File: config.mk
export PLATFORM = sky130hd
export DESIGN_NAME = terminal_control_code_decoder_core
export DESIGN_NICKNAME = d
export VERILOG_FILES = /design/src/rtl/tcd_pkg.sv /design/src/rtl/tcd_front.sv /design/src/rtl/tcd_queue.sv /design/src/rtl/tcd_back.sv /design/src/rtl/terminal_control_code_decoder_core.sv
export SDC_FILE = /design/constraint.sdc
export NUM_CORES = 1
export LEC_CHECK = 0
export BUFFER_PORTS_ARGS = -buffer_cell sky130_fd_sc_hd__buf_2
export CORE_ASPECT_RATIO = 0.7
export CORE_MARGIN = 1
export CORE_UTILIZATION = 45
export DETAILED_ROUTE_END_ITERATION = 8
export GPL_TIMING_DRIVEN = 0
export PLACE_DENSITY = 0.68
export SETUP_SLACK_MARGIN = 0.15
export SLEW_MARGIN = 30
export SYNTH_ARGS = -nofsm -noshare
export SYNTH_HDL_FRONTEND = slang
export SYNTH_SLANG_ARGS = --single-unit
File: constraint.sdc
create_clock -name clock -period 7.9 [get_ports clock]
set_input_delay 0.79 -clock clock [delete_from_list [all_inputs] [get_ports clock]]
set_output_delay 0.79 -clock clock [all_outputs]
set_load 0.02 [all_outputs]
File: src/rtl/tcd_pkg.sv
// Shared types and constants for the terminal control code decoder.
// Holds the command codes, the sequence states and the queue word format.
// No dependencies.
`default_nettype none

package tcd_pkg;

   // Display command codes as they leave the block.
   typedef enum logic [4:0] {
      CMD_CHAR         = 5'd0,
      CMD_HOME         = 5'd1,
      CMD_GOTO         = 5'd2,
      CMD_ERASE_LINE   = 5'd3,
      CMD_CLEAR_EOL    = 5'd4,
      CMD_RIGHT        = 5'd5,
      CMD_LEFT         = 5'd6,
      CMD_UP           = 5'd7,
      CMD_DOWN         = 5'd8,
      CMD_CLEAR_EOB    = 5'd9,
      CMD_CLS          = 5'd10,
      CMD_CR           = 5'd11,
      CMD_INS_LINE     = 5'd12,
      CMD_DEL_LINE     = 5'd13,
      CMD_LINEMODE_OFF = 5'd14,
      CMD_LINEMODE_ON  = 5'd15,
      CMD_FG           = 5'd16,
      CMD_BG           = 5'd17,
      CMD_BAD_CODE     = 5'd18,
      CMD_BAD_SELECT   = 5'd19,
      CMD_BAD_CONTROL  = 5'd20
   } cmd_type;

   // Pending multi-byte sequence, one-hot.
   typedef enum logic [8:0] {
      SEQ_IDLE     = 9'b000000001,
      SEQ_GOTO     = 9'b000000010,
      SEQ_SELECT   = 9'b000000100,
      SEQ_LINE_CTL = 9'b000001000,
      SEQ_BG       = 9'b000010000,
      SEQ_BOLD     = 9'b000100000,
      SEQ_FRAME    = 9'b001000000,
      SEQ_FG       = 9'b010000000,
      SEQ_CURS_ARG = 9'b100000000
   } seq_type;

   // Control bytes that lead a sequence or map to a single command.
   localparam logic [7:0] BYTE_NUL      = 8'h00;
   localparam logic [7:0] BYTE_HOME     = 8'h01;
   localparam logic [7:0] BYTE_GOTO     = 8'h02;
   localparam logic [7:0] BYTE_ERASE    = 8'h03;
   localparam logic [7:0] BYTE_CLEOL    = 8'h04;
   localparam logic [7:0] BYTE_CURSOR   = 8'h05;
   localparam logic [7:0] BYTE_RIGHT    = 8'h06;
   localparam logic [7:0] BYTE_BELL     = 8'h07;
   localparam logic [7:0] BYTE_LEFT     = 8'h08;
   localparam logic [7:0] BYTE_UP       = 8'h09;
   localparam logic [7:0] BYTE_DOWN     = 8'h0A;
   localparam logic [7:0] BYTE_CLEOB    = 8'h0B;
   localparam logic [7:0] BYTE_CLS      = 8'h0C;
   localparam logic [7:0] BYTE_CR       = 8'h0D;
   localparam logic [7:0] BYTE_SO       = 8'h0E;
   localparam logic [7:0] BYTE_NAK      = 8'h15;
   localparam logic [7:0] BYTE_ESC      = 8'h1B;
   localparam logic [7:0] BYTE_CTRL     = 8'h1F;
   localparam logic [7:0] BYTE_PRINT_LO = 8'h20;
   localparam logic [7:0] BYTE_PRINT_HI = 8'h7E;
   localparam logic [7:0] BYTE_HIGH     = 8'h80;

   // Selector bytes after ESC.
   localparam logic [7:0] SEL_FG     = 8'h32;
   localparam logic [7:0] SEL_BG     = 8'h33;
   localparam logic [7:0] SEL_BORDER = 8'h34;
   localparam logic [7:0] SEL_BOLD   = 8'h3D;

   // Line control bytes after 0x1F.
   localparam logic [7:0] LC_IGNORE_LO = 8'h20;
   localparam logic [7:0] LC_IGNORE_HI = 8'h25;
   localparam logic [7:0] LC_INS_LINE  = 8'h30;
   localparam logic [7:0] LC_DEL_LINE  = 8'h31;
   localparam logic [7:0] LC_MODE_OFF  = 8'h40;
   localparam logic [7:0] LC_MODE_ON   = 8'h41;

   // Goto coordinates are biased by this amount.
   localparam logic [8:0] COORD_BIAS = 9'd32;

   // Color defaults when the index is out of range.
   localparam logic [3:0] FG_DEFAULT = 4'd15;
   localparam logic [3:0] BG_DEFAULT = 4'd0;
   localparam logic [7:0] COLOR_MAX  = 8'd7;

   localparam logic [31:0] COLOR_MAP_RESET = 32'hBDEC201F;

   // Queue depth and count width.
   localparam int QUEUE_DEPTH = 2;
   localparam int QCNT_W      = $clog2(QUEUE_DEPTH + 1);
   localparam int QPTR_W      = $clog2(QUEUE_DEPTH);

   // One decoded command waiting for the back end.
   typedef struct packed {
      cmd_type    cmd;
      logic [7:0] data;       // current byte
      logic [7:0] first_arg;  // first argument byte of the sequence
   } entry_type;

   // Queue status seen by the top level.
   typedef struct packed {
      logic [QCNT_W-1:0] count;
      logic              full;
      logic              empty;
   } qstat_type;

endpackage

`default_nettype wire

File: src/rtl/tcd_front.sv
// Front end of the terminal control code decoder: takes bytes, tracks the
// pending sequence and classifies each byte into a queue word.
// Depends on tcd_pkg.
`default_nettype none

module tcd_front (
   input  wire                clock,
   input  wire                reset,
   input  wire                accept,
   input  wire  [7:0]         byte_in,
   output logic               push,
   output tcd_pkg::entry_type entry
);
   import tcd_pkg::*;

   seq_type    seq_ff, seq_in;
   logic       cnt_ff, cnt_in;
   logic [7:0] first_ff, first_in;
   logic       emit;
   cmd_type    cmd;

   // Decode the byte against the pending sequence.
   always_comb begin
      seq_in   = seq_ff;
      cnt_in   = cnt_ff;
      first_in = first_ff;
      emit     = 1'b0;
      cmd      = CMD_CHAR;
      if (seq_ff != SEQ_IDLE) begin
         if (!cnt_ff) begin
            first_in = byte_in;
         end
         if (seq_ff == SEQ_GOTO && !cnt_ff) begin
            cnt_in = 1'b1;
         end else begin
            seq_in = SEQ_IDLE;
            cnt_in = 1'b0;
            unique case (seq_ff)
               SEQ_GOTO: begin
                  emit = 1'b1;
                  cmd  = CMD_GOTO;
               end
               SEQ_SELECT: begin
                  unique case (byte_in)
                     SEL_FG:     seq_in = SEQ_FG;
                     SEL_BG:     seq_in = SEQ_BG;
                     SEL_BORDER: seq_in = SEQ_FRAME;
                     SEL_BOLD:   seq_in = SEQ_BOLD;
                     default: begin
                        emit = 1'b1;
                        cmd  = CMD_BAD_SELECT;
                     end
                  endcase
               end
               SEQ_LINE_CTL: begin
                  priority if (byte_in >= LC_IGNORE_LO && byte_in <= LC_IGNORE_HI) begin
                     emit = 1'b0;
                  end else if (byte_in == LC_INS_LINE) begin
                     emit = 1'b1;
                     cmd  = CMD_INS_LINE;
                  end else if (byte_in == LC_DEL_LINE) begin
                     emit = 1'b1;
                     cmd  = CMD_DEL_LINE;
                  end else if (byte_in == LC_MODE_OFF) begin
                     emit = 1'b1;
                     cmd  = CMD_LINEMODE_OFF;
                  end else if (byte_in == LC_MODE_ON) begin
                     emit = 1'b1;
                     cmd  = CMD_LINEMODE_ON;
                  end else begin
                     emit = 1'b1;
                     cmd  = CMD_BAD_CONTROL;
                  end
               end
               SEQ_FG: begin
                  emit = 1'b1;
                  cmd  = CMD_FG;
               end
               SEQ_BG: begin
                  emit = 1'b1;
                  cmd  = CMD_BG;
               end
               // Border, bold and cursor values are swallowed.
               default: emit = 1'b0;
            endcase
         end
      end else if ((byte_in >= BYTE_PRINT_LO && byte_in <= BYTE_PRINT_HI) ||
                   byte_in > BYTE_HIGH || byte_in == BYTE_BELL) begin
         emit = 1'b1;
         cmd  = CMD_CHAR;
      end else begin
         emit = 1'b1;
         unique case (byte_in)
            BYTE_NUL, BYTE_SO, BYTE_NAK: emit = 1'b0;
            BYTE_HOME:  cmd = CMD_HOME;
            BYTE_GOTO: begin
               emit   = 1'b0;
               seq_in = SEQ_GOTO;
               cnt_in = 1'b0;
            end
            BYTE_ERASE: cmd = CMD_ERASE_LINE;
            BYTE_CLEOL: cmd = CMD_CLEAR_EOL;
            BYTE_CURSOR: begin
               emit   = 1'b0;
               seq_in = SEQ_CURS_ARG;
               cnt_in = 1'b0;
            end
            BYTE_RIGHT: cmd = CMD_RIGHT;
            BYTE_LEFT:  cmd = CMD_LEFT;
            BYTE_UP:    cmd = CMD_UP;
            BYTE_DOWN:  cmd = CMD_DOWN;
            BYTE_CLEOB: cmd = CMD_CLEAR_EOB;
            BYTE_CLS:   cmd = CMD_CLS;
            BYTE_CR:    cmd = CMD_CR;
            BYTE_ESC: begin
               emit   = 1'b0;
               seq_in = SEQ_SELECT;
               cnt_in = 1'b0;
            end
            BYTE_CTRL: begin
               emit   = 1'b0;
               seq_in = SEQ_LINE_CTL;
               cnt_in = 1'b0;
            end
            default:    cmd = CMD_BAD_CODE;
         endcase
      end
   end

   // Sequence state moves only on an accepted word.
   always_ff @(posedge clock) begin
      if (reset) begin
         seq_ff   <= SEQ_IDLE;
         cnt_ff   <= 1'b0;
         first_ff <= 8'd0;
      end else if (accept) begin
         seq_ff   <= seq_in;
         cnt_ff   <= cnt_in;
         first_ff <= first_in;
      end
   end

   // The goto column comes from the stored first argument.
   assign push            = accept && emit;
   assign entry.cmd       = cmd;
   assign entry.data      = byte_in;
   assign entry.first_arg = first_ff;

endmodule

`default_nettype wire

File: src/rtl/tcd_queue.sv
// Two-entry queue between the decoder front end and the back end.
// Depends on tcd_pkg.
`default_nettype none

module tcd_queue (
   input  wire                clock,
   input  wire                reset,
   input  wire                push,
   input  wire tcd_pkg::entry_type push_entry,
   input  wire                pop,
   output tcd_pkg::entry_type pop_entry,
   output tcd_pkg::qstat_type stat
);
   import tcd_pkg::*;

   entry_type         mem [QUEUE_DEPTH];
   logic [QPTR_W-1:0] wr_ff, wr_in, rd_ff, rd_in;
   logic [QCNT_W-1:0] count_ff, count_in;
   logic              do_push, do_pop;

   assign do_push = push && !stat.full;
   assign do_pop  = pop && !stat.empty;

   // Pointer and fill count updates.
   always_comb begin
      wr_in    = wr_ff;
      rd_in    = rd_ff;
      count_in = count_ff;
      if (do_push) begin
         wr_in = wr_ff + QPTR_W'(1);
      end
      if (do_pop) begin
         rd_in = rd_ff + QPTR_W'(1);
      end
      if (do_push && !do_pop) begin
         count_in = count_ff + QCNT_W'(1);
      end else if (do_pop && !do_push) begin
         count_in = count_ff - QCNT_W'(1);
      end
   end

   always_ff @(posedge clock) begin
      if (reset) begin
         wr_ff    <= '0;
         rd_ff    <= '0;
         count_ff <= '0;
      end else begin
         wr_ff    <= wr_in;
         rd_ff    <= rd_in;
         count_ff <= count_in;
      end
   end

   // Storage words carry no reset.
   always_ff @(posedge clock) begin
      if (do_push) begin
         mem[wr_ff] <= push_entry;
      end
   end

   assign pop_entry  = mem[rd_ff];
   assign stat.count = count_ff;
   assign stat.full  = (count_ff == QCNT_W'(QUEUE_DEPTH));
   assign stat.empty = (count_ff == '0);

endmodule

`default_nettype wire

File: src/rtl/tcd_back.sv
// Back end of the terminal control code decoder: formats queued commands,
// maps colors through the color register and holds the output word.
// Depends on tcd_pkg.
`default_nettype none

module tcd_back (
   input  wire                clock,
   input  wire                reset,
   input  wire                csr_wr_en,
   input  wire  [31:0]        csr_wr_data,
   input  wire                q_valid,
   input  wire tcd_pkg::entry_type q_entry,
   output logic               q_pop,
   output logic               out_valid,
   input  wire                out_ready,
   output logic [4:0]         out_command,
   output logic [7:0]         out_char,
   output logic [8:0]         out_column,
   output logic [8:0]         out_row,
   output logic [3:0]         out_color
);
   import tcd_pkg::*;

   logic [31:0] color_map_ff;
   logic        valid_ff;
   logic [4:0]  command_ff, command_in;
   logic [7:0]  char_ff, char_in;
   logic [8:0]  column_ff, column_in;
   logic [8:0]  row_ff, row_in;
   logic [3:0]  color_ff, color_in;
   logic [3:0]  mapped;

   // Color register; the user must write it only while the block is idle (not enforced here).
   always_ff @(posedge clock) begin
      if (reset) begin
         color_map_ff <= COLOR_MAP_RESET;
      end else if (csr_wr_en) begin
         color_map_ff <= csr_wr_data;
      end
   end

   // Output register loads when it is empty or being taken.
   assign q_pop = q_valid && (!valid_ff || out_ready);

   assign mapped = color_map_ff[{q_entry.data[2:0], 2'b00} +: 4];

   // Format the fields of the queued command.
   always_comb begin
      command_in = q_entry.cmd;
      char_in    = 8'd0;
      column_in  = 9'd0;
      row_in     = 9'd0;
      color_in   = 4'd0;
      unique case (q_entry.cmd)
         CMD_CHAR, CMD_BAD_CODE, CMD_BAD_SELECT, CMD_BAD_CONTROL: begin
            char_in = q_entry.data;
         end
         CMD_GOTO: begin
            column_in = {1'b0, q_entry.first_arg} - COORD_BIAS;
            row_in    = {1'b0, q_entry.data} - COORD_BIAS;
         end
         CMD_FG: color_in = (q_entry.data > COLOR_MAX) ? FG_DEFAULT : mapped;
         CMD_BG: color_in = (q_entry.data > COLOR_MAX) ? BG_DEFAULT : mapped;
         default: color_in = 4'd0;
      endcase
   end

   always_ff @(posedge clock) begin
      if (reset) begin
         valid_ff <= 1'b0;
      end else if (q_pop) begin
         valid_ff <= 1'b1;
      end else if (out_ready) begin
         valid_ff <= 1'b0;
      end
   end

   // Payload registers carry no reset.
   always_ff @(posedge clock) begin
      if (q_pop) begin
         command_ff <= command_in;
         char_ff    <= char_in;
         column_ff  <= column_in;
         row_ff     <= row_in;
         color_ff   <= color_in;
      end
   end

   assign out_valid   = valid_ff;
   assign out_command = command_ff;
   assign out_char    = char_ff;
   assign out_column  = column_ff;
   assign out_row     = row_ff;
   assign out_color   = color_ff;

endmodule

`default_nettype wire

File: src/rtl/terminal_control_code_decoder_core.sv
// Terminal control code decoder.
// Takes one guest output byte per word on the req_ channel and sends one
// display command word per result on the rsp_ channel.
// req_tdata carries the byte. rsp_tdata carries, from bit 0 up: command
// (5 bits), char_value (8), column (9, signed), row (9, signed), color (4),
// and five zero bits. Bytes inside a multi-byte sequence, and silent codes,
// give no result word.
// The user must write the color register through csr_wr_en and csr_wr_data
// only while the block is idle (not enforced here); reset loads its default map.
// A byte is accepted every cycle while the two-entry queue between the
// decoder front end and the formatting back end has room; a result passes
// through the queue and then the output register on its way to rsp_. The
// sustained rate is one byte per cycle while rsp_tready stays high.
// When the receiver stalls, the output register holds its word, the queue
// fills, and req_tready drops once both queue entries are used.
// Synchronous reset empties the queue and output register, clears any
// pending sequence and restores the color map.
// Depends on tcd_pkg, tcd_front, tcd_queue and tcd_back.
`default_nettype none

module terminal_control_code_decoder_core (
   input  wire         clock,
   input  wire         reset,
   input  wire         req_tvalid,
   output logic        req_tready,
   input  wire  [7:0]  req_tdata,   // byte_in[7:0]
   output logic        rsp_tvalid,
   input  wire         rsp_tready,
   output logic [39:0] rsp_tdata,   // command, char_value, column, row, color, pad
   input  wire         csr_wr_en,
   input  wire  [31:0] csr_wr_data
);
   import tcd_pkg::*;

   logic       accept;
   logic       push;
   logic       pop;
   entry_type  push_entry;
   entry_type  pop_entry;
   qstat_type  q_stat;
   logic [4:0] command;
   logic [7:0] char_value;
   logic [8:0] column;
   logic [8:0] row;
   logic [3:0] color;

   assign req_tready = !q_stat.full;
   assign accept     = req_tvalid && req_tready;

   // Sequence tracking and byte classification.
   tcd_front u_front (
      .clock   (clock),
      .reset   (reset),
      .accept  (accept),
      .byte_in (req_tdata),
      .push    (push),
      .entry   (push_entry)
   );

   // Decoupling queue.
   tcd_queue u_queue (
      .clock      (clock),
      .reset      (reset),
      .push       (push),
      .push_entry (push_entry),
      .pop        (pop),
      .pop_entry  (pop_entry),
      .stat       (q_stat)
   );

   // Formatting and output register.
   tcd_back u_back (
      .clock       (clock),
      .reset       (reset),
      .csr_wr_en   (csr_wr_en),
      .csr_wr_data (csr_wr_data),
      .q_valid     (!q_stat.empty),
      .q_entry     (pop_entry),
      .q_pop       (pop),
      .out_valid   (rsp_tvalid),
      .out_ready   (rsp_tready),
      .out_command (command),
      .out_char    (char_value),
      .out_column  (column),
      .out_row     (row),
      .out_color   (color)
   );

   assign rsp_tdata = {5'd0, color, row, column, char_value, command};

`ifndef SYNTHESIS
   // The queue never holds more than its depth.
   a_queue_bound: assert property (@(posedge clock) disable iff (reset)
      q_stat.count <= QCNT_W'(QUEUE_DEPTH))
      else $error("queue count beyond depth");

   // A push with no pop grows the queue by exactly one word.
   a_push_grows: assert property (@(posedge clock) disable iff (reset)
      (push && !pop) |=> (q_stat.count == $past(q_stat.count) + QCNT_W'(1)))
      else $error("queue push lost");

   // Nothing is offered in the cycle after reset.
   a_reset_idle: assert property (@(posedge clock)
      $past(reset) |-> !rsp_tvalid)
      else $error("result valid after reset");

   // A popped word always lands in the output register.
   a_pop_shows: assert property (@(posedge clock) disable iff (reset)
      pop |=> rsp_tvalid)
      else $error("popped word not presented");
`endif

endmodule

`default_nettype wire
### After elaboration in Yosys (flattened, before gate mapping)

Memory sizes are Yosys's and may differ from the RTL's. A register that Yosys moved wholly into a read port is not among the register bits.
Index checks and enable logic that the tools add are counted.
W data, S select, Z words.

* flip-flop bits (word level): 90
* bits in latches: 0
* RAM bits: 42
* ROM bits: 0
* input port bits: 45
* output and inout port bits: 42
* logic and storage cells: 140
* memories kept: 1

Memories
* u_queue.mem: depth 2, width 21, read ports 1, clocked after Yosys merged registers in 1, wr ports 1, RTL line tcd_queue.sv:16 `entry_type mem [QUEUE_DEPTH];`

* $add $sub $neg: 6
* multipliers: 0
* divide/modulo/power cells: 0
* $lt $le $gt $ge: 5
* equality and inequality tests: 40
* shifts and indexed selects: 1
* mux-type cells: 39
* bitwise logic cells: 1
* reductions and logical operators: 34

Operator list (count)
* $eq A8 B4 Y1 const B: 7
* $pmux W5 S11: 1
* $eq A8 B6 Y1 const B: 6
* $mux W5: 9
* $mux W9: 4
* $pmux W9 S4: 1
* $eq A8 B3 Y1 const B: 4
* $pmux W8 S4: 1
* $shiftx A32 B6 Y4: 1
* $eq A5 B5 Y1 const B: 5
* $pmux W5 S5: 1
* $eq A8 B5 Y1 const B: 3
* $sub A8 B6 Y9 const B: 2
* $eq A8 B2 Y1 const B: 2
* $eq A8 B7 Y1 const B: 2
* $mux W1: 16
* $reduce_or A4 Y1: 3
* $logic_and A1 B1 Y1: 10
* $eq A9 B2 Y1 const B: 1
* $eq A9 B3 Y1 const B: 1
* $eq A9 B4 Y1 const B: 1
* $eq A9 B5 Y1 const B: 1
* $eq A9 B8 Y1 const B: 1
* $ne A9 B1 Y1 const B: 1
* other kinds (29): 42

### Depth between registers and ports, before layout

Gate-level depths: netlist of run 1.

* word-level depth: 12
* mapped depth: 11
* mapped depth without buffers: 10

### Cells and area by module

Synthesis of run 1 repeated with hierarchy kept, for this count alone.

* cell total of the unflattened synthesis: 504
* area total of the unflattened synthesis: 6098.3 um^2

By module, submodules not included
* tcd_back: times used 1, cells each 214, area an instance 2810.2 um^2, seq. area each 1711.6 um^2
* tcd_queue: times used 1, cells each 90, area an instance 1725.4 um^2, seq. area each 1361.3 um^2
* tcd_front: times used 1, cells each 191, area an instance 1507.7 um^2, seq. area each 360.3 um^2
* terminal_control_code_decoder_core: times used 1, cells each 9, area an instance 55.1 um^2, seq. area each 0.0 um^2

### Least setup slack after synthesis of run 1

No wires, ideal clock.

* path kind: input -> register
* from: in req_tdata[6]
* to: mem u_queue.mem[1][0] (netlist name) (enable)
* library setup time: 401 ps
* arrival: 2921 ps
* required time: 7499 ps
* setup slack: 4578 ps
* cell stages on the path: 7
* buffers on the path: 1
* cells stage by stage: buf_4 -> or2_1 -> a21oi_1 -> a311oi_1 -> a311o_1 -> a21oi_1 -> nor2b_1

* longest elaborated chain between the ends: 10
* elaborated cells on any way between the ends: 33
* those cells by class: order compare (4); eq/ne (11); mux (9); reduce/logical (9)

Ends and longest elaborated chain
* start: declaration: RTL line terminal_control_code_decoder_core.sv:26 `input wire [7:0] req_tdata,`
* $ge A8 B6 Y1, or another cell as far along: RTL line tcd_front.sv:56, tcd_front.sv:87
* $logic_and A1 B1 Y1, or another cell as far along: RTL line tcd_front.sv:56 `priority if (byte_in >= LC_IGNORE_LO && byte_in <= LC_IGNORE_HI) begin`
* $mux W1, or another cell as far along: RTL line tcd_front.sv:56
* $pmux W1 S3 / $logic_or A1 B1 Y1 (equally long branches): RTL line tcd_front.sv:38, tcd_front.sv:88
* $mux W1, on equally long branches: RTL line tcd_front.sv:33, tcd_front.sv:87
* $mux W1 (*): RTL line tcd_front.sv:29 `if (seq_ff != SEQ_IDLE) begin`
* $logic_and A1 B1 Y1 (*): RTL line tcd_front.sv:144 `assign push = accept && emit;`
* $logic_and A1 B1 Y1 (*): RTL line tcd_queue.sv:21 `assign do_push = push && !stat.full;`
* $mux W1 (*): RTL line tcd_queue.sv:56 `if (do_push) begin`
* $mux W1 (not written as such) (*): RTL line tcd_queue.sv:57 `mem[wr_ff] <= push_entry;`
* end: declaration: RTL line tcd_queue.sv:16

Mark *: on every way between the ends. The rest lies on a longest branch, timed or not.

### Final worst setup path of run 1

* from: in req_tdata[3]
* to: reg u_queue.count_ff[1]

* longest elaborated chain between the ends: 11
* elaborated cells on any way between the ends: 36
* those cells by class: order compare (4); eq/ne (11); mux (8); reduce/logical (13)

Ends and longest elaborated chain
* $ge A8 B6 Y1, or another cell as far along: RTL line tcd_front.sv:56, tcd_front.sv:87
* $logic_and A1 B1 Y1, or another cell as far along: RTL line tcd_front.sv:56
* $mux W1, or another cell as far along: RTL line tcd_front.sv:56
* $pmux W1 S3 / $logic_or A1 B1 Y1 (equally long branches): RTL line tcd_front.sv:38, tcd_front.sv:88
* $mux W1, on equally long branches: RTL line tcd_front.sv:33, tcd_front.sv:87
* $mux W1 (*): RTL line tcd_front.sv:29
* $logic_and A1 B1 Y1 (*): RTL line tcd_front.sv:144
* $logic_and A1 B1 Y1 (*): RTL line tcd_queue.sv:21
* net u_queue.do_push: RTL line tcd_queue.sv:19 `logic do_push, do_pop;`
* $logic_not A1 Y1: RTL line tcd_queue.sv:37 `end else if (do_pop && !do_push) begin`
* $logic_and A1 B1 Y1: RTL line tcd_queue.sv:37
* $reduce_bool A2 Y1 (no source line)
* end signal: assignment: RTL line tcd_queue.sv:50 `count_ff <= count_in;`
* end: declaration: RTL line tcd_queue.sv:18 `logic [QCNT_W-1:0] count_ff, count_in;`

Mark *: on every way through the listed nets, which the timed path passes. The rest lies on a longest branch.
A chain may end at the register's enable or synchronous reset.

==> summary.txt, run 1 <==
Timing
  – Unrepaired setup endpoints after global routing: false
  – Final period util: 0.431
  – F_max: approximately 0.29 GHz
  – Slew headroom: 0.455
  – # setup viols final: 0
  – Post-route setup slack: 4.49 ns
  – Fin crit period: about 3.4 ns
  – Tightest Pin Transition: between 0.8 and 0.9 ns
  – Final setup TNS: 0 ns
  – Final hold violation count: 0
  – Max Clock Skew: 0.0103 ns
  – Final Max Slew Viols: 0

Floorplanning
  – Num rows: 34
  – Core Region: approximately 13000 sq um
  – Height of the die: 97.5 um
  – Ports: just under 90
  – Full die area: 13500 sq um
  – Chip Width: between 100 and 150 um
  – Initial Utilization: 0.467

Min path
  – Hold-critical path depth: 0
  – Hold/Removal Path Class: flip-flop to flip-flop
  – Hold Startpoint: u_front.first_ff[1]$_SDFFE_PP0P_
  – Hold Path End: u_queue.mem[1][1]$_DFFE_PP_

Flow run
  – Max-Cap Viols: 0

Setup path
  – CP Launch Type: primary input
  – Maximum fanout along the worst path: 4
  – Critical path's slowest cell: or4b_1
  – Critical Path AT: 3.75 ns
  – Crit path cell chain: buf_2, or4b_1, a311oi_2, nor2_2, a311o_1, a21oi_1, inv_1, ha_1, or3_1, a21oi_1
  – CP Capture Type: flip-flop
  – CP peak stage delay: between 0.6 and 0.7 ns
  – Worst path bufs/invs: 2
  – Critical R2R Launch: u_front.seq_ff[0]$_SDFFE_PP1P_
  – Req. time, crit path: approximately 8 ns
  – Critical path's most frequent cell: a21oi_1
  – Crit-path leading delay family: compound AO/OA/AOI/OAI gates
  – FF-to-FF path depth: 9
  – Kind of critical path: primary input to flip-flop
  – R2R setup slack: between 4 and 5 ns
  – Reg-to-reg endpoint: u_queue.count_ff[1]$_SDFFE_PP0P_

Final layout
  – Most common cell after layout, fill and taps aside: buf_2
  – Most frequent cells in the layout: 85 x buf_2, 77 x edfxtp_1, 71 x nor2_1
  – Layout fillers: ~1000
  – P&R area growth vs syn: 21.3%
  – Final Cell Area: about 7100 sq um
  – Layout cells sized above 1: 0.248
  – Fin util: 0.566
  – Final net count: roughly 640

Detailed routing
  – 1st-pass router iterations: 7
  – First DRT Iteration DRCs: around 350
  – DRC: 28
  – Antenna-violating nets left: 0
  – Average wire per standard cell: roughly 17 um
  – Via count: a little over 4000
  – Total wire length: 12.9 mm
  – Vias per cell: around 5.4

Global route
  – Number of global-route vias before repair: 3860
  – GRT met2 Usage: 0.287
  – GRT Residual Overflow: 0
  – Total GRT Usage: 0.202
  – Met1 usage: 0.293
  – Met3 Use GR: 0.0552
  – Initial antenna violation count: 1
  – Largest net degree at the start of global routing: 37
  – First-pass GRT wire length: 20.6 mm
  – GRT Max-Usage Layer: met1

Synth
  – Ys flop type: edfxtp_1
  – Post-synth EDFFs: just under 80
  – Syn Area/Cell: 12.0 sq um
  – Cell Area, Synth: approximately 5900 sq um
  – Yosys warns: 0
  – Post-synthesis sequential area ratio: 0.586
  – Syn Inst Count: 489
  – Post-synthesis sequential element count: ~130
  – Cell variety after synth: 64
  – Post-synth ARST share: 0

CTS
  – TritonCTS Sinks: 133
  – Root Buffer: clkbuf_16
  – H-tree levels: 4
  – Clock tree buffer depth: 2
  – Hold buffer count at cts: 0
  – Worst-path clk slew: about 0.06 ns
  – TritonCTS Buffers: 17
  – Skew-Pair Late Insertion Delay: between 0.4 and 0.5 ns
  – Postcts setup bufs: 0
  – CTS tree: yes
  – CTS resizes: 0

Placed design
  – Worst slack at placement: roughly 4 ns
  – IO Port Bufs: 79
  – Area after DPL: about 6500 sq um
  – Dpl hpwl: ~9 mm
  – Gpl congestion: around 0.86

Run status
  – Failing checks: design-rule violations
  – Outcome: finished, violations left

Power and ir drop
  – Power Density: ~330 nW/um^2
  – Static leakage: about 2.9 nW
  – Max VDD drop: 0.168 mV
-- sequential cells by signal, indices dropped and copies added (netlist names), named ones only --
name	cells
u_queue.mem	42
u_back.color_map_ff	32
u_back.out_column	9
u_back.out_row	9
u_front.seq_ff	9
u_back.out_char	8
u_front.first_ff	8
u_back.out_command	5
u_back.out_color	4
u_queue.count_ff	2
u_back.out_valid	1
u_front.cnt_ff	1
u_queue.rd_ff	1
u_queue.wr_ff	1
-- how the worst max path moves through the flow --
| stage | startpoint | end | slack (ns) | depth (start not counted) |
|---|---|---|---|---|
| 6_report | req_tdata[3] | u_queue.count_ff[1]$_SDFFE_PP0P_ | 4.49 | 10 |
| 5_1_grt | req_tdata[3] | u_queue.count_ff[1]$_SDFFE_PP0P_ | 4.41 | 10 |
| 4_1_cts | req_tdata[3] | u_queue.count_ff[1]$_SDFFE_PP0P_ | 4.53 | 10 |
| 3_5_place_dp | req_tdata[3] | u_queue.count_ff[1]$_SDFFE_PP0P_ | 4.11 | 10 |
| 3_3_place_gp | req_tdata[6] | u_queue.mem[1][2]$_DFFE_PP_ | 3.63 | 8 |
| 2_1_floorplan | req_tdata[6] | u_queue.mem[1][0]$_DFFE_PP_ | 4.58 | 7 |
-- Yosys cell counts (3+ instances only) --
cell type / instances / area, sq um
nand2_1: 34 / 128
clkbuf_1: 8 / 30.0
a21oi_1: 18 / 90.1
mux4_2: 8 / 180
nor3_1: 10 / 50.1
buf_2: 6 / 30.0
or4_1: 3 / 22.5
nor2_1: 72 / 270
o2bb2ai_1: 4 / 35.0
a22o_1: 5 / 43.8
xor2_1: 6 / 52.6
mux2_2: 3 / 33.8
inv_1: 11 / 41.3
buf_1: 5 / 18.8
dfxtp_1: 56 / 1120
nand3_1: 5 / 25.0
ha_1: 3 / 37.5
nor3b_1: 3 / 22.5
a311oi_1: 3 / 26.3
mux2i_1: 60 / 601
and3_1: 3 / 18.8
or3_1: 6 / 37.5
nand2b_1: 5 / 31.3
o21ai_0: 8 / 40.0
nor2b_1: 4 / 25.0
nor4_1: 5 / 31.3
nor4b_1: 3 / 26.3
buf_4: 10 / 75.1
edfxtp_1: 77 / 2310
-- metrics by stage --
| step | power [W] | std cells | hold WS (ns) |
|---|---|---|---|
| finish | 0.00238 | 767 | 0.456 |
| CTS | 0.00240 | 766 | 0.455 |
| floorplan | 0.00139 | 493 | 0.425 |
| detailed placement | 0.00158 | 734 | 0.438 |
| global placement | 0.00156 | 734 | 0.433 |
| global route | 0.00249 | 766 | 0.474 |
-- layout make-up --
class	count	area, sq um	share of cell area
Sequential cell	133	3430	0.483
Multi-Input combinational cell	317	2230	0.314
Clock buffer	17	425	0.0599
Timing Repair Buffer	79	395	0.0556
Tap cell	162	203	0.0285
Clock inverter	15	193	0.0271
Buffer	31	176	0.0248
Inverter	12	45.0	0.00634
Antenna cell	1	2.50	0.000352
-- power by group --
| group | internal [W] | total [W] | leakage (nW) | switching, W |
|---|---|---|---|---|
| clock | 0.000504 | 0.000822 | 0.296 | 0.000317 |
| sequential | 0.000914 | 0.000957 | 1.20 | 0.0000432 |
| combinational | 0.000209 | 0.000601 | 1.39 | 0.000392 |
-- layer usage --
| metal | up-vias | routed length (um) |
|---|---|---|
| li1 | 1998 | - |
| met1 | 1973 | 6310 |
| met2 | 153 | 5420 |
| met3 | 22 | 961 |
| met4 | 0 | 217 |
| met5 | - | 0 |
-- cells by family after synthesis --
logic type,share of synthesized area
compound gates,0.0707
xor+xnor,0.0120
fa+ha+maj,0.00641
buf+inv,0.0378
flops,0.586
mux,0.145
other cells,0.000640
simple gates,0.141
(Power assumes the default switching activity.)
==> inputs of run 2 (changes only) <==
PLACE_DENSITY = 0.71   (was 0.68)
clock period = 3.1 ns   (was 7.9 ns; I/O delays follow)
==> run 2 against run 1 <==
The run still ends with design-rule violations left. Sequential share of layout area about the same. Highest routed layer unchanged. Via count increased by 0.68%. Sequential power increased to 2.5 times the previous value. Core utilization about the same. Wire length about the same. Critical path type is now flip-flop to flip-flop. Clock power increased to 2.5 times the previous value. Register-to-register slack got worse by 4.6 ns. Critical path depth decreased by 5.
==> summary.txt, run 2 (synthesis results as in run 1) <==
Floorplanning
  – Num rows: 34 (unchanged)
  – Height of the die: 97.5 um (unchanged)
  – Chip Width: 138 um (unchanged)
  – Full die area: 13500 sq um (unchanged)
  – Initial Utilization: 0.467 (unchanged)
  – Ports: 87 (unchanged)
  – Core Region: 12500 sq um (unchanged)

Global route
  – Number of global-route vias before repair: 4038 (+4.6%)
  – Total GRT Usage: 0.204 (+0.00171)
  – Initial antenna violation count: 0 (-1)
  – Largest net degree at the start of global routing: 37 (unchanged)
  – GRT Residual Overflow: 0 (unchanged)
  – First-pass GRT wire length: 20.9 mm (+1.7%)

CTS
  – TritonCTS Sinks: 133 (unchanged)
  – Root Buffer: clkbuf_16
  – CTS tree: yes
  – Hold buffer count at cts: 0 (unchanged)
  – Clock tree buffer depth: 2 (unchanged)
  – Worst-path clk slew: 0.06 ns (about the same)
  – H-tree levels: 4 (unchanged)
  – TritonCTS Buffers: 17 (unchanged)
  – Skew-Pair Late Insertion Delay: 0.41 ns (about the same)

Power and ir drop
  – Max VDD drop: 0.462 mV (+180%)
  – Power Density: 854 nW/um^2 (+150%)
  – Static leakage: 2.88 nW (-0.18%)

Timing
  – Fin crit period: roughly 2.9 ns
  – Final period util: 0.937
  – Slew headroom: 0.436 (-0.0189)
  – Final Max Slew Viols: 0 (unchanged)
  – Tightest Pin Transition: 0.830 ns (+0.0278 ns)
  – # setup viols final: 0 (unchanged)
  – Max Clock Skew: 0.00802 ns (-0.00230 ns)
  – Post-route setup slack: 0.195 ns (-4.30 ns)
  – F_max: around 0.34 GHz
  – Final hold violation count: 0 (unchanged)
  – Unrepaired setup endpoints after global routing: true
  – Final hold slack: 0.108 ns (-0.348 ns)

Final layout
  – Biggest register: u_queue.mem
  – P&R area growth vs syn: 21.4% (about the same)
  – Number of diodes: 0 (-1)
  – Max reg flops: 42 (unchanged)
  – Final net count: 639 (unchanged)
  – Layout cells sized above 1: 0.245 (-0.00331)
  – Final Cell Area: 7110 sq um (about the same)
  – Fin util: 0.567 (about the same)
  – Layout fillers: 1040 (+2.7%)
  – Most common cell after layout, fill and taps aside: buf_2
  – Most frequent cells in the layout: 85 x buf_2, 77 x edfxtp_1, 71 x nor2_1
  – Largest registers: u_queue.mem x42, u_back.color_map_ff x32

Placed design
  – Worst slack at placement: -0.182 ns (-4.29 ns)
  – Gpl congestion: 0.873 (+2.1%)
  – IO Port Bufs: 79 (unchanged)
  – Area after DPL: 6480 sq um (unchanged)
  – Dpl hpwl: 9.07 mm (-0.84%)

Detailed routing
  – First DRT Iteration DRCs: 393 (+13%)
  – Via count: 4174 (+0.68%)
  – Antenna-violating nets left: 0 (unchanged)
  – Vias per cell: 5.45 (+0.81%)
  – DRC: 13 (-54%)
  – 1st-pass router iterations: 7 (unchanged)
  – Average wire per standard cell: 16.9 um (+0.19%)
  – Total wire length: 12.9 mm (about the same)

Setup path
  – Crit-path leading delay family: simple AND/OR/NAND/NOR gates
  – CP Capture Type: flip-flop
  – CP Launch Type: flip-flop
  – Critical R2R Launch: u_front.seq_ff[2]$_SDFFE_PP0P_
  – R2R setup slack: 0.19 ns (-4.63 ns)
  – FF-to-FF path depth: 5 (-4)
  – Req. time, crit path: 3.14 ns (-5.10 ns)
  – Critical path's slowest cell: or4_1
  – CP peak stage delay: 0.63 ns (about the same)
  – Reg-to-reg endpoint: u_queue.mem[1][0]$_DFFE_PP_
  – Worst path bufs/invs: 0 (-2)
  – Kind of critical path: flip-flop to flip-flop
  – Critical Path AT: 2.95 ns (-0.80 ns)
  – Maximum fanout along the worst path: 21 (+17)
  – Crit path cell chain: or4_1, nor3_2, nor3b_1, a21oi_2, nor2b_4

Min path
  – Hold Path End: u_back.color_map_ff[2]$_SDFFE_PP1P_
  – Hold/Removal Path Class: primary input to flip-flop
  – Hold Startpoint: csr_wr_data[2]
  – Hold-critical path depth: 3 (+3)

Flow run
  – Max-Cap Viols: 0 (unchanged)

Run status
  – Failing checks: design-rule violations
  – Outcome: finished, violations left
-- run 2: cell count changes in the layout (fill, tap and decap cells not counted) --
cell | before | now
inv_8 | 2 | 0
inv_6 | 4 | 2
bufinv_16 | 3 | 4
clkinv_1 | 2 | 4
diode_2 | 1 | 0
a21oi_2 | 0 | 1
a21oi_1 | 18 | 17
a311oi_1 | 3 | 2
a311oi_2 | 1 | 2
clkbuf_1 | 8 | 10
clkinv_4 | 3 | 2
-- run 2: worst max-delay path by stage --
stage	startpoint	endpoint	slack [ns]	cells past startpoint
3_5_place_dp	req_tdata[3]	u_queue.count_ff[1]$_SDFFE_PP0P_	-0.18	10
4_1_cts	u_front.seq_ff[2]$_SDFFE_PP0P_	u_queue.count_ff[1]$_SDFFE_PP0P_	0.17	8
6_report	u_front.seq_ff[2]$_SDFFE_PP0P_	u_queue.mem[1][0]$_DFFE_PP_	0.19	5
3_3_place_gp	u_front.seq_ff[0]$_SDFFE_PP1P_	u_queue.mem[0][7]$_DFFE_PP_	-0.80	6
5_1_grt	u_front.seq_ff[2]$_SDFFE_PP0P_	u_queue.mem[1][10]$_DFFE_PP_	0.002	5
2_1_floorplan	u_front.seq_ff[2]$_SDFFE_PP0P_	u_queue.mem[0][0]$_DFFE_PP_	0.18	5
-- run 2: where the power goes --
part           leakage [nW]  switching (W)  internal [W]  total (W)
combinational          1.39        0.00102      0.000534    0.00155
sequential             1.20       0.000111       0.00233    0.00244
clock                 0.291       0.000731       0.00134    0.00207
total                  2.88        0.00186       0.00421    0.00607
-- run 2: worst register-to-register path, cell delays in order, from the launching register on --
cell and delay (ns):
dfxtp_1 0.38, or4_1 0.63, nor3_2 0.26, nor3b_1 0.51, a21oi_2 0.15, nor2b_4 0.60
-- run 2: routing by layer --
metal / up-vias / wire length, um / track usage
li1: 1999 / - / -
met3: 23 / 807 / 0.0537
met4: 0 / 161 / 0.0614
met2: 143 / 5660 / 0.298
met1: 2009 / 6300 / 0.295
met5: - / 0 / 0
-- run 2: through the flow --
step | TNS [ns] | cells | total power, W
after floorplan | 0 | 493 | 0.00355
after global placement | -22.34 | 734 | 0.00397
final | 0 | 766 | 0.00607
after CTS | 0 | 766 | 0.00612
after detailed placement | -0.182 | 734 | 0.00403
after global routing | 0 | 766 | 0.00634
-- run 2: final cells by class --
cell class                      count  area (sq um)  share of cell area
Buffer                             31           176              0.0248
Clock buffer                       19           433              0.0609
Timing Repair Buffer               79           395              0.0556
Clock inverter                     13           181              0.0255
Tap cell                          162           203              0.0285
Sequential cell                   133          3430               0.483
Inverter                           12          45.0             0.00634
Multi-Input combinational cell    317          2240               0.315
-- run 2: repair_timing --
item,4_1_cts,5_1_grt
setup buffers,0,0
resized for setup,1,1
endpoints found under the setup margin,43,43
==> inputs of run 3 (changes only) <==
--- a/config.mk
+++ b/config.mk
@@ -8,3 +8,3 @@
 export BUFFER_PORTS_ARGS = -buffer_cell sky130_fd_sc_hd__buf_2
-export CORE_ASPECT_RATIO = 0.7
+export CORE_ASPECT_RATIO = 1.5
 export CORE_MARGIN = 1
--- a/constraint.sdc
+++ b/constraint.sdc
@@ -3,2 +3,2 @@
 set_output_delay 0.31 -clock clock [all_outputs]
-set_load 0.02 [all_outputs]
+set_load 0.1 [all_outputs]
==> run 3 against run 2 <==
The flow now finishes without violations. Via count shrank 0.65%. Final area is essentially flat. Critical path depth is 4 higher. Count of clock-buffer cells in the layout grew 1. Critical endpoint is now u_queue.count_ff[1]$_SDFFE_PP0P_. Maximum frequency increased by 4.6%. Worst hold slack better by 0.011 ns. Die area about the same. Combinational power grew 72%.
==> summary.txt, run 3 (synthesis results as in run 1) <==
Run status
  – Outcome: completed

Final layout
  – Most common cell after layout, fill and taps aside: buf_2
  – Final Cell Area: 7110 sq um (about the same)
  – Biggest register: u_queue.mem
  – FF+latch area: 3430 sq um (unchanged)
  – Fin util: 0.565 (-0.00123)
  – Largest registers: u_queue.mem x42, u_back.color_map_ff x32
  – Final net count: 639 (unchanged)
  – Layout fillers: 1078 (+3.7%)
  – Number of diodes: 0 (unchanged)
  – Area of the multi-input gates: 2260 sq um (+0.95%)
  – P&R area growth vs syn: 21.4% (about the same)
  – Most frequent cells in the layout: 85 x buf_2, 77 x edfxtp_1, 71 x nor2_1
  – Layout cells sized above 1: 0.253 (+0.00828)
  – Max reg flops: 42 (unchanged)

CTS
  – Skew-Pair Late Insertion Delay: 0.41 ns (about the same)
  – Clock tree buffer depth: 2 (unchanged)
  – Root Buffer: clkbuf_16
  – TritonCTS Sinks: 133 (unchanged)
  – TritonCTS Buffers: 17 (unchanged)
  – Worst-path clk slew: 0.06 ns (about the same)
  – CTS tree: yes
  – H-tree levels: 4 (unchanged)

Detailed routing
  – 1st-pass router iterations: 4 (-3)
  – Antenna-violating nets left: 0 (unchanged)
  – DRC: 0 (-13)
  – Total wire length: 12.7 mm (-2.1%)
  – Via count: 4147 (-0.65%)
  – Average wire per standard cell: 16.7 um (-1.3%)
  – Vias per cell: 5.46 (+0.14%)
  – First DRT Iteration DRCs: 212 (-46%)

Timing
  – # setup viols final: 0 (unchanged)
  – Unrepaired setup endpoints after global routing: false
  – Final period util: 0.896 (-0.0412)
  – F_max: 0.360 GHz (+4.6%)
  – Final hold violation count: 0 (unchanged)
  – Final setup TNS: 0 ns (unchanged)
  – Fin crit period: 2.78 ns (-0.128 ns)
  – Final Max Slew Viols: 0 (unchanged)
  – Final hold slack: 0.119 ns (+0.0110 ns)
  – Max Clock Skew: 0.0105 ns (+0.00244 ns)
  – Tightest Pin Transition: 0.802 ns (-0.0279 ns)
  – Post-route setup slack: 0.322 ns (+0.128 ns)
  – Slew headroom: 0.455 (+0.0189)

Setup path
  – CP peak stage delay: 0.49 ns (-0.14 ns)
  – Worst path bufs/invs: 1 (+1)
  – Critical path's slowest cell: a311oi_2
  – Crit-path leading delay family: compound AO/OA/AOI/OAI gates
  – Kind of critical path: flip-flop to flip-flop
  – Crit path cell chain: nor4_4, nand2_1, a311oi_2, a311o_1, a21oi_2, inv_1, ha_1, or3_1, a21oi_1
  – Maximum fanout along the worst path: 6 (-71%)
  – Req. time, crit path: 3.44 ns (+0.30 ns)
  – CP Capture Type: flip-flop
  – Critical Path AT: 3.11 ns (+0.16 ns)
  – CP Launch Type: flip-flop

Floorplanning
  – Ports: 87 (unchanged)
  – Initial Utilization: 0.466 (-0.000929)
  – Height of the die: 142 um (+45%)
  – Chip Width: 95.2 um (-31%)
  – Num rows: 50 (+47%)
  – Core Region: 12600 sq um (+0.20%)
  – Full die area: 13500 sq um (about the same)

Power and ir drop
  – Power Density: 1000 nW/um^2 (+17%)
  – Max VDD drop: 0.621 mV (+34%)
  – Static leakage: 2.88 nW (about the same)

Placed design
  – Gpl congestion: 0.882 (+1.1%)
  – Dpl hpwl: 9.14 mm (+0.84%)
  – IO Port Bufs: 79 (unchanged)
  – Area after DPL: 6480 sq um (about the same)
  – Worst slack at placement: -0.213 ns (-0.0306 ns)

Flow run
  – Max-Cap Viols: 0 (unchanged)

Min path
  – Hold/Removal Path Class: primary input to flip-flop

Global route
  – GRT Residual Overflow: 0 (unchanged)
  – Total GRT Usage: 0.198 (-0.00545)
  – Largest net degree at the start of global routing: 37 (unchanged)
  – First-pass GRT wire length: 20.2 mm (-3.4%)
  – Number of global-route vias before repair: 4202 (+4.1%)
  – Initial antenna violation count: 0 (unchanged)
run 3: tightest hold or removal path, cell delays in order:
cell and delay [ns]:
buf_2 0.07, mux2i_1 0.05, nand2_1 0.06
run 3: metrics by stage:
| step | instances | power (W) |
|---|---|---|
| 6_report | 760 | 0.00711 |
| 5_1_grt | 760 | 0.00740 |
| 4_1_cts | 760 | 0.00717 |
| 3_5_place_dp | 728 | 0.00515 |
| 3_3_place_gp | 728 | 0.00508 |
| 2_1_floorplan | 493 | 0.00470 |
run 3: routing by layer:
layer  wire [um]  track usage
met1        4890        0.223
met2        6890        0.348
met3         580       0.0466
met4         289       0.0909
met5           0            0
run 3: cell type report:
class	instances	share of cell area
timing repair buffer	79	0.0556
clock buffer	20	0.0628
multi-input combinational	317	0.318
buffer	31	0.0248
sequential	133	0.483
clock inverter	12	0.0215
inverter	12	0.00634
tap	156	0.0275
run 3: worst paths after layout:
kind,from,endpoint,slack (ns),cells past startpoint
worst max-delay path,u_front.seq_ff[0]$_SDFFE_PP1P_,u_queue.count_ff[1]$_SDFFE_PP0P_,0.32,9
worst min register to register,u_front.first_ff[1]$_SDFFE_PP0P_,u_queue.mem[1][1]$_DFFE_PP_,0.45,0
worst max register to register,u_front.seq_ff[0]$_SDFFE_PP1P_,u_queue.count_ff[1]$_SDFFE_PP0P_,0.32,9
worst min-delay path,csr_wr_data[31],u_back.color_map_ff[31]$_SDFFE_PP1P_,0.12,3
run 3: power by group:
part / total, W / internal (W) / switching (W) / leakage, nW
Sequential: 0.00244 / 0.00233 / 0.000108 / 1.20
Combinational: 0.00267 / 0.000535 / 0.00213 / 1.39
Clock: 0.00201 / 0.00128 / 0.000725 / 0.284
run 3: what timing repair did:
| action | CTS | global route |
|---|---|---|
| cloned | 0 | 0 |
| hold buffers | 0 | 0 |
| gates resized for setup | 2 | 3 |
| pin swaps | 0 | 0 |
| endpoints found under the setup margin | 43 | 43 |
| endpoints found under the hold margin | 0 | 0 |
| setup buffers | 0 | 0 |
